`config.mk`:
```
export PLATFORM = sky130hd
export DESIGN_NAME = aabb_prep
export DESIGN_NICKNAME = d
export VERILOG_FILES = /design/src/rtl/aabb_pkg.sv /design/src/rtl/aabb_prep.sv
export SDC_FILE = /design/constraint.sdc
export NUM_CORES = 1
export LEC_CHECK = 0
export BUFFER_PORTS_ARGS = -buffer_cell sky130_fd_sc_hd__buf_2
export CAP_MARGIN = 25
export CORE_AREA = 2 2 159 161
export CTS_BUF_LIST = sky130_fd_sc_hd__clkbuf_8
export CTS_CLUSTER_DIAMETER = 50
export DETAILED_ROUTE_END_ITERATION = 7
export DIE_AREA = 0 0 161 163
export HOLD_SLACK_MARGIN = 0.15
export PLACE_DENSITY = 0.82
export SETUP_SLACK_MARGIN = 0.4
export SYNTH_ARGS = -nofsm -noshare
export SYNTH_HDL_FRONTEND = slang
export SYNTH_SLANG_ARGS = --single-unit
```
`constraint.sdc`:
```
create_clock -name clk -period 4.55 [get_ports clk]
set_input_delay 0 -clock clk [delete_from_list [all_inputs] [get_ports clk]]
set_output_delay 0 -clock clk [all_outputs]
set_load 0.005 [all_outputs]
```
`src/rtl/aabb_pkg.sv`:
```
// Shared types, widths and codes for the AABB intersection tester.
// No dependencies; every other file of the block refers to this package.
package aabb_pkg;

    localparam int COORD_WIDTH_DEF = 32;
    localparam int IN_W   = 32;   // coordinate port width
    localparam int SIZE_W = 31;   // size and radius width
    localparam int CMD_W  = 2;
    localparam int IDX_W  = 3;
    localparam int NUM_REGS = 6;
    localparam int EXT_W  = 34;   // signed extents and differences
    localparam int MAG_W  = 33;   // magnitude of a difference
    localparam int FRAC_W = 16;
    localparam int NUM_W  = MAG_W + FRAC_W;  // dividend magnitude
    localparam int DEN_W  = 32;   // divisor magnitude
    localparam int T_W    = 41;   // signed, saturated ray parameter
    localparam int SQ_W   = 2 * MAG_W;
    localparam int SUM_W  = SQ_W + 2;
    localparam int RR_W   = 2 * SIZE_W;

    localparam logic signed [T_W-1:0] T_LIMIT = 41'sd655360000000;

    localparam logic [IDX_W-1:0] REG_CENTER_X = 3'd0;
    localparam logic [IDX_W-1:0] REG_CENTER_Y = 3'd1;
    localparam logic [IDX_W-1:0] REG_CENTER_Z = 3'd2;
    localparam logic [IDX_W-1:0] REG_SIZE_X   = 3'd3;
    localparam logic [IDX_W-1:0] REG_SIZE_Y   = 3'd4;
    localparam logic [IDX_W-1:0] REG_SIZE_Z   = 3'd5;

    localparam logic [SIZE_W-1:0] SIZE_RESET = 31'd65536;

    typedef enum logic [CMD_W-1:0] {
        CMD_SPHERE = 2'd0,
        CMD_BOX    = 2'd1,
        CMD_RAY    = 2'd2,
        CMD_UNUSED = 2'd3
    } cmd_t;

    // Per-axis terms prepared for the sphere, box and slab paths.
    typedef struct packed {
        logic [MAG_W-1:0] clamp_dist;
        logic [NUM_W-1:0] num_a;
        logic [NUM_W-1:0] num_b;
        logic [DEN_W-1:0] den;
        logic             neg_a;
        logic             neg_b;
        logic             box_ok;
        logic             zero;
        logic             in_slab;
    } axis_t;

    // Control bits that ride alongside the divider pipeline.
    typedef struct packed {
        logic       valid;
        logic [CMD_W-1:0] cmd;
        logic       box_hit;
        logic       zero_ok;
        logic [2:0] zero_dir;
        logic [2:0] neg_a;
        logic [2:0] neg_b;
    } side_t;

endpackage

```
`src/rtl/aabb_prep.sv`:
```
// Per-axis preparation stage: clamp distance, overlap test, slab dividends.
// Depends on aabb_pkg for widths and axis_t.
module aabb_prep (
    input  logic                                 clk,
    input  logic                                 en,
    input  logic signed [aabb_pkg::EXT_W-1:0]    lo,
    input  logic signed [aabb_pkg::EXT_W-1:0]    hi,
    input  logic signed [aabb_pkg::EXT_W-1:0]    a,
    input  logic signed [aabb_pkg::EXT_W-1:0]    b,
    output aabb_pkg::axis_t                      axis_reg
);

    logic signed [aabb_pkg::EXT_W-1:0] na;
    logic signed [aabb_pkg::EXT_W-1:0] nb;
    logic signed [aabb_pkg::EXT_W-1:0] over;
    logic signed [aabb_pkg::EXT_W-1:0] abs_a;
    logic signed [aabb_pkg::EXT_W-1:0] abs_b;
    logic signed [aabb_pkg::EXT_W-1:0] abs_d;
    logic                              below;
    logic                              above;
    aabb_pkg::axis_t                   axis_next;

    assign na    = lo - a;
    assign nb    = hi - a;
    assign over  = a - hi;
    assign below = a < lo;
    assign above = a > hi;
    assign abs_a = na[aabb_pkg::EXT_W-1] ? -na : na;
    assign abs_b = nb[aabb_pkg::EXT_W-1] ? -nb : nb;
    assign abs_d = b[aabb_pkg::EXT_W-1] ? -b : b;

    always_comb
    begin
        axis_next.clamp_dist = below ? na[aabb_pkg::MAG_W-1:0]
                             : above ? over[aabb_pkg::MAG_W-1:0] : '0;
        axis_next.num_a   = {abs_a[aabb_pkg::MAG_W-1:0], {aabb_pkg::FRAC_W{1'b0}}};
        axis_next.num_b   = {abs_b[aabb_pkg::MAG_W-1:0], {aabb_pkg::FRAC_W{1'b0}}};
        axis_next.den     = abs_d[aabb_pkg::DEN_W-1:0];
        axis_next.neg_a   = na[aabb_pkg::EXT_W-1] ^ b[aabb_pkg::EXT_W-1];
        axis_next.neg_b   = nb[aabb_pkg::EXT_W-1] ^ b[aabb_pkg::EXT_W-1];
        axis_next.box_ok  = !(lo > b) && !above;
        axis_next.zero    = (b == '0);
        axis_next.in_slab = !below && !above;
    end

    always_ff @(posedge clk)
    begin
        if (en)
        begin
            axis_reg <= axis_next;
        end
    end

endmodule

```
; ---- After elaboration in Yosys (flattened, before gate mapping)
; Index checks and enable logic that the tools add are counted.
; W data, S select, Z words.
[word_totals]
register_bits = 136
input_bits = 138
word_cells = 31
[op_classes]
addsub = 6
n_lt_le_gt_ge = 3
n_mux = 5
n_bitwise = 2
reduce_logical = 6
[ops]
columns = op, count
row1 = $mux W33, 4
row2 = $gt A34 B34 Y1, 2
row3 = $sub A34 B34 Y34, 2
row4 = $neg A33 Y33, 2
row5 = $logic_not A34 Y1, 1
row6 = $lt A34 B34 Y1, 1
row7 = $sub A33 B33 Y33, 1
row8 = $mux W32, 1
row9 = $neg A32 Y32, 1
row10 = $logic_not A1 Y1, 3
row11 = $logic_and A1 B1 Y1, 2
row12 = $xor A1 B1 Y1, 2

; ---- Depth between registers and ports, before layout
; Gate-level depths: netlist (run 1).
[depth]
word_depth = 3
depth_mapped = 15
depth_no_buf = 14

; ---- Worst setup path before layout (run 1)
; Ideal clock, no wire load.
[synth_timing]
path_kind = input -> register
startpoint = input port lo[0] (netlist name)
endpoint = register axis_reg[127] (netlist name), data pin
setup_ns = 0.270
t_arrival_ns = 3.024
t_required_ns = 4.280
setup_slack_ns = 1.256
stages = 14
path_buffers = 0
path_cell_list = inv_1 -> ha_1 -> inv_1 -> fa_1 -> a21o_1 -> a221oi_2 -> o221a_2 -> nor3_1 -> o41ai_2 -> xnor2_1 -> or4b_4 -> or3_4 -> o21ai_2 -> xnor2_1
[synth_via]
elab_chain_len = 3
[synth_rtl]
columns = item, line_no
row1 = from (decl), aabb_prep.sv:6  ; input logic signed [aabb_pkg::EXT_W-1:0] lo,
row2 = $sub A34 B34 Y34 (*), aabb_prep.sv:23  ; assign na = lo - a;
row3 = $neg A33 Y33, aabb_prep.sv:28  ; assign abs_a = na[aabb_pkg::EXT_W-1] ? -na : na;
row4 = $mux W33 (*), aabb_prep.sv:28
row5 = via abs_a (one bit), aabb_prep.sv:16  ; logic signed [aabb_pkg::EXT_W-1:0] abs_a;
row6 = to (signal assigned), aabb_prep.sv:50  ; axis_reg <= axis_next;
row7 = to (decl), aabb_prep.sv:10  ; output aabb_pkg::axis_t axis_reg
; The timed path passes the listed nets; every way through them passes the cells marked *.
; A chain may end at the register's enable or synchronous reset.

; ---- Worst setup path in the final report (run 1)
[layout_timing]
startpoint = input port hi[0] (netlist name)
endpoint = register axis_reg[83] (netlist name), data pin
[layout_via]
elab_chain_len = 3
[layout_rtl]
columns = item, line_no
row1 = from (decl), aabb_prep.sv:7  ; input logic signed [aabb_pkg::EXT_W-1:0] hi,
row2 = $sub A34 B34 Y34 (*), aabb_prep.sv:24  ; assign nb = hi - a;
row3 = $neg A33 Y33, aabb_prep.sv:29  ; assign abs_b = nb[aabb_pkg::EXT_W-1] ? -nb : nb;
row4 = $mux W33 (*), aabb_prep.sv:29
row5 = via abs_b (one bit), aabb_prep.sv:17  ; logic signed [aabb_pkg::EXT_W-1:0] abs_b;
; Marks and branches as above.

==> parameters.txt, run 1 <==
Parameter                              Value

Floorplan
  Total Die Area ... 26200 sq um
  Die Height ... 163 microns
  Core Rows ... 58
  Starting utilization of the core area ... 0.551
  Total core area ... 24700 sq um
  Die Wd ... 161 microns
  Number of top-level pins ... 306

Timing
  Worst slew margin relative to its limit ... 0.470
  # setup viols final ... 0
  RSZ-0062 raised after global routing ... false
  Total negative setup slack ... 0 ps
  Count of endpoints failing hold in the final timing report ... 0
  Post-layout min period ... 3890 ps
  Share of the clock period used by the worst path ... 0.856
  Max Clock Freq ... 0.257 GHz
  Slew @ Worst Pin ... 787 ps
  Min Hold Slack ... 159 ps
  Final Max Slew Viols ... 0

Clock tree
  Number of buffers on the longest clock path ... 2
  Inserted Clock Buffers ... 17
  H-Tree Depth ... 4
  Clk slew on worst S/H paths ... 100 ps
  Clock root buffer master ... sky130_fd_sc_hd__clkbuf_8
  CTS tree ... done
  Sink count of the clock tree ... 136
  Setup fix buffers added after clock tree synthesis ... 0

Setup path
  Startpoint of the worst setup timing path ... hi[0]
  Critical Path RT ... 4770 ps
  Worst Path Buf+Inv ... 4
  Data arrival at the endpoint of the critical path ... 4120 ps
  Category of the worst setup path launch point ... primary input
  Critical Path Fanout Max ... 5
  Maximum single-stage delay on the critical path ... 580 ps
  Cell occurring most often along the worst timing path ... sky130_fd_sc_hd__inv_1
  Worst path top cell family by delay ... compound AO/OA/AOI/OAI gates
  Total stage count of the critical path ... 16
  End point of the critical path ... axis_reg[83]$_DFFE_PP_
  List of cells traversed by the critical path ... dlygate4sd3_1 -> buf_2 -> inv_1 -> ha_1 -> inv_1 -> fa_1 -> a21o_1 -> a22o_1 -> o221ai_2 -> a21boi_1 -> or3_1 -> a221oi_2 -> nand2_2 -> or4b_4 -> o31ai_2 -> xnor2_1
  Crit. End Element ... flop
  Critical path class ... primary input to flop
  CP max-delay cell ... sky130_fd_sc_hd__or4b_4

Logic synthesis
  Post-synthesis average cell area ... 8.75 sq um
  Cell count after synthesis ... 1552
  Unique masters post-synth ... 88
  Ys Warns ... 0
  Post-synth EDFFs ... 136
  Number of synthesized register bits ... 136
  Total standard cell area after synthesis ... 13600 sq um
  Share of flip-flops with an asynchronous set or reset after synthesis ... 0
  Sequential-to-total area share from yosys stat ... 0.301
  Primary flip-flop cell chosen by synthesis mapping ... sky130_fd_sc_hd__edfxtp_1

Final layout
  Most frequent cells in the layout ... sky130_fd_sc_hd__buf_2 (272), sky130_fd_sc_hd__inv_1 (141), sky130_fd_sc_hd__ha_1 (138), sky130_fd_sc_hd__edfxtp_1 (136), sky130_fd_sc_hd__xnor2_1 (130)
  Non-filler cells in the finished layout ... 2201
  Flip-flop count of the largest register after layout ... 136
  Footprint of the multi-input gates ... 8650 sq um
  Layout cells sized above 1 ... 0.196
  Area occupied by registers ... 4080 sq um
  Finished layout cell area ... 16100 sq um
  Leading cell type in the layout, fill and taps excluded ... sky130_fd_sc_hd__buf_2
  Fillers ... 2092
  Layout Nets ... 2136
  Area added between synthesis and finish ... 18.4%

Routing
  Routed via count ... 13100
  DRC violation count after routing ... 0
  Routed length per placed instance ... 19.3 microns
  Drt pass-1 iters ... 5
  Met2 WL ... 19900 microns
  First DRT Iteration DRCs ... 1188
  Total wirelength of the detailed-routed design ... 42500 microns
  Via density per instance ... 5.94
  Top metal layer carrying routed signals ... met5
  Met3 routed WL ... 3370 microns
  Routed metal-1 wirelength ... 17200 microns
  Post-DRT Antenna Nets ... 0

Placed design
  Hpwl dp ... 33500 microns
  Placed standard-cell area ... 15100 sq um
  Routability cong. ... 0.943
  Port-buffer cells ... 273
  Post-placement cell count ... 2110

Job
  Reported max-cap violation count ... 0

Power
  Power density over the cells ... 315 nW/um^2
  Share of total power in the clock network ... 0.204
  PnR Total Power ... 5.07 mW
  Part of the power in combinational logic ... 0.432
  Switching power share of the total ... 0.387
  Worst vdd ir ... 170 uV
  Leakage power total ... 7.16 nW
  Switching component of the power ... 1.96 mW
  Internal Pwr Total ... 3.11 mW
  Seq pwr share ... 0.364

Global routing
  Remaining global-route overflow ... 0
  Overall track demand over capacity in global routing ... 0.316
  Antenna violations before repair ... 2
  Via count of the first global-routing pass ... 12500
  Largest net degree at the start of global routing ... 51
  Wire length of the first global-routing pass ... 65100 microns

Run status
  Run status ... finished clean

Worst hold path
  Tightest Hold Check Type ... primary input to flop
-- cells by family (layout without fill, tap and decap cells) --
family | after synthesis | after routing | share of synthesized area
compound gates | 449 | 450 | 0.223
simple gates | 410 | 410 | 0.150
buf+inv | 231 | 517 | 0.0748
xor+xnor | 179 | 179 | 0.116
fa+ha+maj | 141 | 141 | 0.132
flops | 136 | 136 | 0.301
mux | 5 | 5 | 0.00368
other cells | 1 | 33 | 0.000276
-- synth_stat cells, types with 4 or more instances --
master | n | area [sq um]
sky130_fd_sc_hd__or3_1 | 13 | 81.3
sky130_fd_sc_hd__and3_1 | 8 | 50.1
sky130_fd_sc_hd__o41ai_1 | 7 | 61.3
sky130_fd_sc_hd__a311oi_1 | 5 | 43.8
sky130_fd_sc_hd__a221oi_1 | 5 | 43.8
sky130_fd_sc_hd__xnor2_1 | 131 | 1150
sky130_fd_sc_hd__and2_1 | 11 | 68.8
sky130_fd_sc_hd__clkbuf_1 | 42 | 158
sky130_fd_sc_hd__a31o_2 | 9 | 78.8
sky130_fd_sc_hd__nor4_1 | 7 | 43.8
sky130_fd_sc_hd__a21boi_0 | 8 | 60.1
sky130_fd_sc_hd__o21bai_1 | 17 | 128
sky130_fd_sc_hd__a21oi_1 | 116 | 581
sky130_fd_sc_hd__o22ai_1 | 9 | 56.3
sky130_fd_sc_hd__nor2_1 | 112 | 420
sky130_fd_sc_hd__o21a_1 | 17 | 128
sky130_fd_sc_hd__ha_1 | 138 | 1730
sky130_fd_sc_hd__xor2_1 | 47 | 412
sky130_fd_sc_hd__o21ai_1 | 10 | 50.1
sky130_fd_sc_hd__nor3_1 | 26 | 130
sky130_fd_sc_hd__or2_2 | 6 | 37.5
sky130_fd_sc_hd__a2111oi_0 | 4 | 35.0
sky130_fd_sc_hd__buf_4 | 34 | 255
sky130_fd_sc_hd__or4_1 | 6 | 45.0
sky130_fd_sc_hd__o21ai_0 | 81 | 405
sky130_fd_sc_hd__nand4_1 | 33 | 206
sky130_fd_sc_hd__o211ai_1 | 10 | 75.1
sky130_fd_sc_hd__nand3_1 | 41 | 205
sky130_fd_sc_hd__buf_2 | 11 | 55.1
sky130_fd_sc_hd__a21o_1 | 57 | 428
sky130_fd_sc_hd__nand2_1 | 102 | 383
sky130_fd_sc_hd__inv_1 | 141 | 529
sky130_fd_sc_hd__nor3b_1 | 6 | 45.0
sky130_fd_sc_hd__mux2i_1 | 5 | 50.1
sky130_fd_sc_hd__nand2b_1 | 9 | 56.3
sky130_fd_sc_hd__nor2b_1 | 6 | 37.5
sky130_fd_sc_hd__o31ai_1 | 23 | 173
sky130_fd_sc_hd__a31oi_1 | 9 | 56.3
sky130_fd_sc_hd__and4_1 | 5 | 43.8
sky130_fd_sc_hd__a211oi_1 | 10 | 75.1
sky130_fd_sc_hd__edfxtp_1 | 136 | 4080
-- area by class of cell --
cell class,instances,share of cell area
sequential,136,0.254
inverter,143,0.0334
multi-input combinational,1217,0.537
antenna,1,0.000156
clock buffer,17,0.0145
clock inverter,15,0.00894
tap,330,0.0257
timing repair buffer,342,0.126
-- power by group through the flow --
stage	clock, mW	combinational (mW)	sequential, mW
global placement	0	2.05	1.87
global route	1.08	2.41	1.87
CTS	1.02	2.16	1.84
finish	1.04	2.19	1.85
floorplan	0	1.35	1.87
detailed placement	0	2.10	1.86
-- how the worst min path moves through the flow --
stage	from	to	slack, ps	depth (start not counted)
3_3_place_gp	b[0]	axis_reg[5]$_DFFE_PP_	260	1
3_5_place_dp	b[0]	axis_reg[5]$_DFFE_PP_	250	1
6_report	hi[1]	axis_reg[54]$_DFFE_PP_	160	4
2_1_floorplan	b[0]	axis_reg[5]$_DFFE_PP_	100	0
4_1_cts	b[33]	axis_reg[33]$_DFFE_PP_	160	4
5_1_grt	b[33]	axis_reg[29]$_DFFE_PP_	180	4
-- stage by stage --
step,setup slack [ps],utilization
floorplan,1260,-
global placement,793,0.613
detailed placement,646,0.613
CTS,625,0.651
global route,465,0.652
finish,657,0.652
-- per-layer routing --
layer,GRT usage,vias up
li1,-,6178
met1,0.391,6157
met2,0.542,627
met3,0.0486,101
met4,0.154,2
met5,0,-
-- what timing repair did --
| action | in CTS | in global routing |
|---|---|---|
| hold buffers | 57 | 0 |
| endpoints found under the hold margin | 84 | 0 |
| resized for setup | 0 | 2 |
| endpoints found under the setup margin | 0 | 26 |
Note: power is estimated with default switching activity, not from simulation.
==> run 2, diff against run 1 <==
--- a/config.mk
+++ b/config.mk
@@ -7,13 +7,14 @@
 export LEC_CHECK = 0
 export BUFFER_PORTS_ARGS = -buffer_cell sky130_fd_sc_hd__buf_2
 export CAP_MARGIN = 25
-export CORE_AREA = 2 2 159 161
+export CORE_AREA = 2 2 165 167
 export CTS_BUF_LIST = sky130_fd_sc_hd__clkbuf_8
 export CTS_CLUSTER_DIAMETER = 50
+export CTS_CLUSTER_SIZE = 30
 export DETAILED_ROUTE_END_ITERATION = 7
-export DIE_AREA = 0 0 161 163
+export DIE_AREA = 0 0 167 169
 export HOLD_SLACK_MARGIN = 0.15
-export PLACE_DENSITY = 0.82
+export PLACE_DENSITY = 0.8
 export SETUP_SLACK_MARGIN = 0.4
 export SYNTH_ARGS = -nofsm -noshare
 export SYNTH_HDL_FRONTEND = slang
==> constraint.sdc (replaced) <==
create_clock -name clk -period 3.5 [get_ports clk]
set_input_delay 0 -clock clk [delete_from_list [all_inputs] [get_ports clk]]
set_output_delay 0 -clock clk [all_outputs]
set_load 0.005 [all_outputs]
==> run 2 against run 1 <==
  * Combinational power rose by 51%
  * Die area rose by 7.5%
  * Power increased by 40%
  * Critical path depth up 1
  * Non-clock buffer count rose by 134
  * Sequential share of layout area is 2.0 points lower
  * Via count is 3.6% higher
==> parameters.txt, run 2 (synthesized netlist as in run 1, its figures left out) <==
Parameter                              Value

Run status
  Run status ... finished clean

Power
  Power density over the cells ... 407 nW/um^2
  PnR Total Power ... 7.11 mW
  Leakage power total ... 7.91 nW
  Worst vdd ir ... 267 uV

Final layout
  Fillers ... 2260
  Flip-flop count of the largest register after layout ... 136
  Finished layout cell area ... 17500 sq um
  Fraction of the core area covered by cells at the end of the flow ... 0.659
  Most frequent cells in the layout ... sky130_fd_sc_hd__buf_2 (268), sky130_fd_sc_hd__buf_4 (151), sky130_fd_sc_hd__inv_1 (136), sky130_fd_sc_hd__ha_1 (136), sky130_fd_sc_hd__edfxtp_1 (136)
  Layout cells sized above 1 ... 0.271
  Leading cell type in the layout, fill and taps excluded ... sky130_fd_sc_hd__buf_2
  Non-filler cells in the finished layout ... 2345
  Area added between synthesis and finish ... 28.5%
  Layout Nets ... 2269

Placed design
  Placed standard-cell area ... 16300 sq um
  Routability cong. ... 0.951
  Post-placement cell count ... 2257
  Pre-CTS WS ... -199 ps
  Hpwl dp ... 35800 microns
  Port-buffer cells ... 273

Routing
  Via density per instance ... 5.77
  Post-DRT Antenna Nets ... 0
  DRC violation count after routing ... 0
  Routed length per placed instance ... 19.0 microns
  Routed via count ... 13500
  Drt pass-1 iters ... 6
  Total wirelength of the detailed-routed design ... 44600 microns
  First DRT Iteration DRCs ... 974

Setup path
  Critical Path RT ... 3740 ps
  Category of the worst setup path launch point ... primary input
  CP max-delay cell ... sky130_fd_sc_hd__or4b_4
  Maximum single-stage delay on the critical path ... 650 ps
  Data arrival at the endpoint of the critical path ... 3370 ps
  Worst path top cell family by delay ... compound AO/OA/AOI/OAI gates
  Worst Path Buf+Inv ... 5
  Crit. End Element ... flop
  Critical Path Fanout Max ... 5
  Total stage count of the critical path ... 17
  List of cells traversed by the critical path ... buf_8 -> buf_12 -> inv_12 -> ha_4 -> inv_2 -> fa_2 -> a21o_1 -> a22o_4 -> o221ai_4 -> a21boi_2 -> buf_4 -> a21oi_2 -> xor2_1 -> nand4_1 -> or4b_4 -> o31ai_4 -> xnor2_1
  Critical path class ... primary input to flop

Timing
  Share of the clock period used by the worst path ... 0.895
  Final Max Slew Viols ... 0
  Min Hold Slack ... 160 ps
  Worst slew margin relative to its limit ... 0.448
  # setup viols final ... 0
  Post-layout min period ... 3130 ps
  RSZ-0062 raised after global routing ... true
  Max Clock Freq ... 0.319 GHz
  Total negative setup slack ... 0 ps
  Final WS setup ... 368 ps
  Slew @ Worst Pin ... 827 ps
  Count of endpoints failing hold in the final timing report ... 0

Global routing
  Remaining global-route overflow ... 0
  Antenna violations before repair ... 1
  Overall track demand over capacity in global routing ... 0.308
  Via count of the first global-routing pass ... 13000
  Largest net degree at the start of global routing ... 63
  Wire length of the first global-routing pass ... 68600 microns

Floorplan
  Total Die Area ... 28200 sq um
  Starting utilization of the core area ... 0.513
  Total core area ... 26500 sq um
  Die Wd ... 167 microns
  Core Rows ... 60
  Number of top-level pins ... 306
  Die Height ... 169 microns

Clock tree
  H-Tree Depth ... 4
  Clock root buffer master ... sky130_fd_sc_hd__clkbuf_8
  Sink count of the clock tree ... 136
  Inserted Clock Buffers ... 17
  Clk slew on worst S/H paths ... 100 ps
  Number of buffers on the longest clock path ... 2
  CTS tree ... done

Worst hold path
  Hold Path Stages ... 1
  Tightest Hold Check Type ... primary input to flop

Job
  Reported max-cap violation count ... 0
run 2: cell types whose count changed in the layout (fill, tap and decap cells not counted), sizes merged:
cell | previous run | this run
buf | 285 | 429
dlygate4sd3 | 57 | 47
clkinv | 8 | 3
clkinvlp | 2 | 6
a21oi | 119 | 118
bufinv | 1 | 2
run 2: final cells by class:
cell class              count  area (sq um)  share of cell area
diodes                      1          2.50            0.000143
flip-flops and latches    136          4080               0.234
well taps                 341           427              0.0244
multi-input cells        1216          8870               0.508
repair buffers            476          3130               0.179
inverters                 143           556              0.0318
clock inverters            15           166             0.00953
clock buffers              17           234              0.0134
run 2: repair_timing:
item / 4_1_cts / 5_1_grt
hold buffers: 47 / 0
pin swaps: 4 / 20
endpoints found under the setup margin: 4 / 38
endpoints found under the hold margin: 37 / 0
setup buffers: 1 / 7
resized for setup: 3 / 49
run 2: report_power, final:
group | switching (mW) | internal [mW]
logic | 1.80 | 1.50
clock network | 0.779 | 0.649
registers | 0.116 | 2.27
run 2: final timing paths:
check | to | startpoint | slack [ps]
worst min-delay path | axis_reg[8]$_DFFE_PP_ | en | 160
worst max-delay path | axis_reg[79]$_DFFE_PP_ | hi[0] | 370
run 2: layer usage:
metal,track usage,part of all wire
met3,0.0449,0.067
met4,0.147,0.050
met2,0.529,0.48
met1,0.381,0.41
met5,0,0.0013
